[config.mk]
export PLATFORM = sky130hd
export DESIGN_NAME = spq_ctrl
export DESIGN_NICKNAME = d
export VERILOG_FILES = /design/src/hw/rtl/sorted_priority_queue_unit_macros.svh /design/src/hw/rtl/spq_pkg.sv /design/src/hw/rtl/spq_ctrl.sv
export SDC_FILE = /design/constraint.sdc
export NUM_CORES = 1
export LEC_CHECK = 0
export CORE_AREA = 2 2 39 41
export DETAILED_ROUTE_END_ITERATION = 8
export DIE_AREA = 0 0 41 43
export DONT_BUFFER_PORTS = 1
export PLACE_DENSITY = 0.41
export SLEW_MARGIN = 15
export SYNTH_ARGS = -nofsm -noshare
export SYNTH_HDL_FRONTEND = slang
export SYNTH_SLANG_ARGS = --single-unit
[constraint.sdc]
create_clock -name clock -period 1.2 [get_ports clock]
set_clock_uncertainty 0.2 [all_clocks]
set_input_delay 0 -clock clock [delete_from_list [all_inputs] [get_ports clock]]
set_output_delay 0 -clock clock [all_outputs]
set_load 0.03 [all_outputs]
[src/hw/rtl/sorted_priority_queue_unit_macros.svh]
// Assertion macros for the sorted priority queue unit.
// Included by the top level; no other dependencies.
`ifndef SORTED_PRIORITY_QUEUE_UNIT_MACROS_SVH
`define SORTED_PRIORITY_QUEUE_UNIT_MACROS_SVH
`ifndef SYNTHESIS
// Same-cycle implication, checked outside reset.
`define SPQ_ASSERT_NOW(label, clk, rst, ante, cons) \
   label: assert property (@(posedge clk) disable iff (rst) (ante) |-> (cons)) \
      else $error("sorted priority queue check failed");
// Next-cycle implication, checked outside reset.
`define SPQ_ASSERT_NEXT(label, clk, rst, ante, cons) \
   label: assert property (@(posedge clk) disable iff (rst) (ante) |=> (cons)) \
      else $error("sorted priority queue check failed");
`else
`define SPQ_ASSERT_NOW(label, clk, rst, ante, cons)
`define SPQ_ASSERT_NEXT(label, clk, rst, ante, cons)
`endif
`endif

[src/hw/rtl/spq_pkg.sv]
// Shared types and constants for the sorted priority queue unit.
// No dependencies; imported by the controller, datapath and top level.
package spq_pkg;

   localparam int DEPTH     = 128;
   localparam int ADDR_W    = $clog2(DEPTH);
   localparam int CNT_W     = 8;
   localparam int TAG_W     = 16;
   localparam int KEY_W     = 32;
   localparam logic [CNT_W-1:0] CAP_RESET = CNT_W'(128);
   localparam logic [CNT_W-1:0] DEPTH_CNT = CNT_W'(DEPTH);

   // Request actions.
   localparam logic ACT_PUT = 1'b0;
   localparam logic ACT_GET = 1'b1;

   typedef enum logic [2:0] {
      ST_IDLE,
      ST_SCAN,
      ST_PLACE,
      ST_POP,
      ST_FINISH,
      ST_DONE
   } state_type;

   // Which logical slot the memory read targets.
   typedef enum logic [1:0] {
      RD_LAST,
      RD_BELOW,
      RD_HEAD
   } rd_sel_type;

   typedef struct packed {
      logic [TAG_W-1:0]        tag;
      logic signed [KEY_W-1:0] key;
   } entry_type;

   typedef struct packed {
      logic       load;
      logic       rd_en;
      rd_sel_type rd_sel;
      logic       shift;
      logic       place;
      logic       pop;
   } cmd_type;

   typedef struct packed {
      logic req_put;
      logic full;
      logic empty;
      logic less;
      logic pos_one;
   } status_type;

endpackage

[src/hw/rtl/spq_ctrl.sv]
// Controller state machine for the sorted priority queue unit.
// Depends on spq_pkg; drives the datapath through cmd_type.
module spq_ctrl
   import spq_pkg::*;
(
   input  logic       clock,
   input  logic       reset,
   input  logic       start,
   input  status_type status,
   output cmd_type    cmd,
   output logic       busy,
   output logic       strobe
);

   state_type state_ff;
   state_type state_in;

   // State register.
   always_ff @(posedge clock) begin
      if (reset) begin
         state_ff <= ST_IDLE;
      end else begin
         state_ff <= state_in;
      end
   end

   // Next state and datapath commands.
   always_comb begin
      state_in   = state_ff;
      cmd        = '0;
      cmd.rd_sel = RD_HEAD;
      busy       = 1'b1;
      strobe     = 1'b0;
      case (state_ff)
         ST_IDLE: begin
            busy = 1'b0;
            if (start) begin
               cmd.load = 1'b1;
               if (status.req_put) begin
                  if (status.full) begin
                     state_in = ST_FINISH;
                  end else if (status.empty) begin
                     state_in = ST_PLACE;
                  end else begin
                     cmd.rd_en  = 1'b1;
                     cmd.rd_sel = RD_LAST;
                     state_in   = ST_SCAN;
                  end
               end else if (status.empty) begin
                  state_in = ST_FINISH;
               end else begin
                  cmd.rd_en  = 1'b1;
                  cmd.rd_sel = RD_HEAD;
                  state_in   = ST_POP;
               end
            end
         end
         ST_SCAN: begin
            // The read data holds the entry just below the insertion point.
            if (status.less) begin
               cmd.place = 1'b1;
               state_in  = ST_FINISH;
            end else begin
               cmd.shift = 1'b1;
               if (status.pos_one) begin
                  state_in = ST_PLACE;
               end else begin
                  cmd.rd_en  = 1'b1;
                  cmd.rd_sel = RD_BELOW;
               end
            end
         end
         ST_PLACE: begin
            cmd.place = 1'b1;
            state_in  = ST_FINISH;
         end
         ST_POP: begin
            cmd.pop  = 1'b1;
            state_in = ST_FINISH;
         end
         ST_FINISH: begin
            // Fetch the head entry for the reported best key.
            cmd.rd_en  = 1'b1;
            cmd.rd_sel = RD_HEAD;
            state_in   = ST_DONE;
         end
         ST_DONE: begin
            strobe   = 1'b1;
            state_in = ST_IDLE;
         end
         default: begin
            state_in = ST_IDLE;
         end
      endcase
   end

endmodule

==> flow_summary.ini <==
[outcome]
outcome = finished with violations
violations = hold timing, setup timing

[critical_path]
crit_chain = buf_4 -> buf_6 -> buf_8 -> nor4b_2 -> o21ai_2 -> nand2_4
cpPeakStageDelay_ns = 0.34
critical_path.top_delay_family = buffers and inverters
cp.required_ns = 1.00
start_kind = register
crit_buf_inv = 3
slowest_stage = dfxtp_4
end_kind = output pin
crit_type = reg -> out
arrival_ns = 1.41
crit_fanout = 8

[clock_network]
clk_pin_slew_ns = 0.04
tritoncts = built
hold_buffers = 6
cts-root-buf = clkbuf_4
clockBufferDepth = 2
htree_levels = 1
clock_latency_ns = 0.23
clock_sinks = 3
cts_buffers = 3

[sta]
setup_violations = 12
hold_ws_ns = -0.168
slew_headroom_pct = 81.3
rsz0062_at_grt = true
finalHoldViolations = 5
worst_pin_slew_ns = 0.279
min_period_ns = 1.61
slew_viol_final = 0
setup_slack_ns = -0.406
layout_worst_path_cycle_share_pct = 134
clock.fmax_mhz = 623

[route]
drtIter0Drc = 3
route.vias.total = 398
drc = 0
dr.pass1.iters = 2
ant_nets = 0
wl_per_cell_um = 11.8
vias_per_cell = 4.63
drt-total-wl_mm = 1.01

[floorplan]
dieHeight_um = 43
dieArea_mm2 = 0.00176
die_x_um = 41
coreArea_mm2 = 0.00138
fp-row-count = 14
initial_core_util_pct = 21.8
ios = 17

[synthesis]
synth_top_area_share_pct = 19.9
yosysWarningCount = 0
yosysMostFrequentCell = nor2_1
async_flop_share_pct = 0
synthTopCellsByArea = dfxtp_1 (20%), nor4b_4 (7.9%), nor2_1 (6.2%), and3b_1 (5.8%), a21oi_1 (5.0%)
ys.flop_type = dfxtp_1
synth_cells = 39
synth-edff-count = 0
synth_nets = 47
ys_seq_area_share_pct = 19.9
synth_common_cells = nor2_1 (5), nand2_1 (4), a21oi_1 (3), dfxtp_1 (3), nor3_1 (3)
syn_area_per_cell_um2 = 7.73
ys_seq_elements = 3
synth_cell_types = 24
synth_area_um2 = 302
yosys.area.top_type = dfxtp_1

[min_path]
hold_class = in -> reg

[placed_design]
gp_congestion = 0.799
io_buffers = 0
place_hpwl_um = 723
place_ws_ns = -0.174

[final_layout]
seq_area_um2 = 66.3
top_register = state_ff
reg_top3 = state_ff (3)
num-fill-cells = 116
area_growth_pct = 144
largest_reg_flops = 3
antennaDiodeCount = 0
utilization_pct = 53.1
multi_input_area_um2 = 332
final_layout_size_suffix_gt1_share_pct = 71.4
fin_nets = 79

[pwr]
ir_drop_uv = 576
p_leak_nw = 0.305
powerDensity_mw_per_mm2 = 1140

[grt]
overflow = 0
antenna_found_initial = 0
grtUsageTotal_pct = 13.1
grt_max_degree = 9
grt_pass1_wl_mm = 1.57
grt_pass1_vias = 407

[job]
cap_violations = 0
[per-layer routing]
layer,wire length [um],global-route usage (%),vias to the layer above
met5,0,0,-
met4,0,8.00,0
met3,69,4.71,0
met2,550,19.7,11
met1,391,15.0,181
li1,-,-,206
[timing repair]
action                     CTS  global route
hold endpoints to repair     5             4
setup endpoints to repair   11            12
resized for setup           22            11
pin swaps                    7             4
cloned                       0             0
buffers inserted             6             4
[power breakdown]
part	internal [mW]	leakage [nW]	switching [mW]	total, mW
combinational	0.280	0.264	0.248	0.528
clock	0.124	0.0150	0.0462	0.170
sequential	0.117	0.0261	0.0208	0.138
total	0.522	0.305	0.315	0.836
[layout by cell type, fill, tap and decap left out, drive strengths merged, types with 2 or more instances in the layout]
master	count
dlygate4sd3	6
nor3	3
inv	2
clkbuf	4
dfxtp	3
nand2	4
a21oi	3
nor4b	2
o21ai	2
nor2	5
and3b	2
buf	23
[logic make-up after synthesis]
kind of cell / share of synthesized area, %
flops: 19.9
simple gates: 53.1
mux: 3.73
buf+inv: 8.72
compound gates: 14.5
[worst register-to-register path: cells and delay by family, from the launching register on]
kind | cells | cell delay [ns]
simple gates | 1 | 0.16
flops | 1 | 0.34
buf+inv | 4 | 0.52
compound gates | 2 | 0.23
[area by class of cell]
class	instances	area share, %
Clock buffer	4	3.58
Inverter	2	1.02
Multi-Input combinational cell	32	45.1
Sequential cell	3	9.03
Tap cell	16	2.73
Timing Repair Buffer	29	38.5
[path summary, 6_finish.rpt]
check	start	to	slack [ns]	cells past startpoint
worst max-delay path	state_ff[0]	cmd[5]	-0.41	6
worst min-delay path	status[1]	state_ff[2]	-0.17	3
worst max register to register	state_ff[0]	state_ff[0]	-0.36	7
worst min register to register	state_ff[2]	state_ff[2]	0.39	3
[per-stage QoR]
stage	std cells	instance area, um^2	hold slack, ns	setup TNS, ns	total power, mW
floorplan	39	335	-0.155	-1.25	0.358
global placement	67	463	-0.135	-0.529	0.460
detailed placement	67	463	-0.134	-0.633	0.463
CTS	82	649	-0.170	-2.81	0.758
global route	86	734	-0.158	-4.26	0.891
finish	86	734	-0.168	-3.67	0.836
No activity file was read; power rests on OpenSTA's default activity.
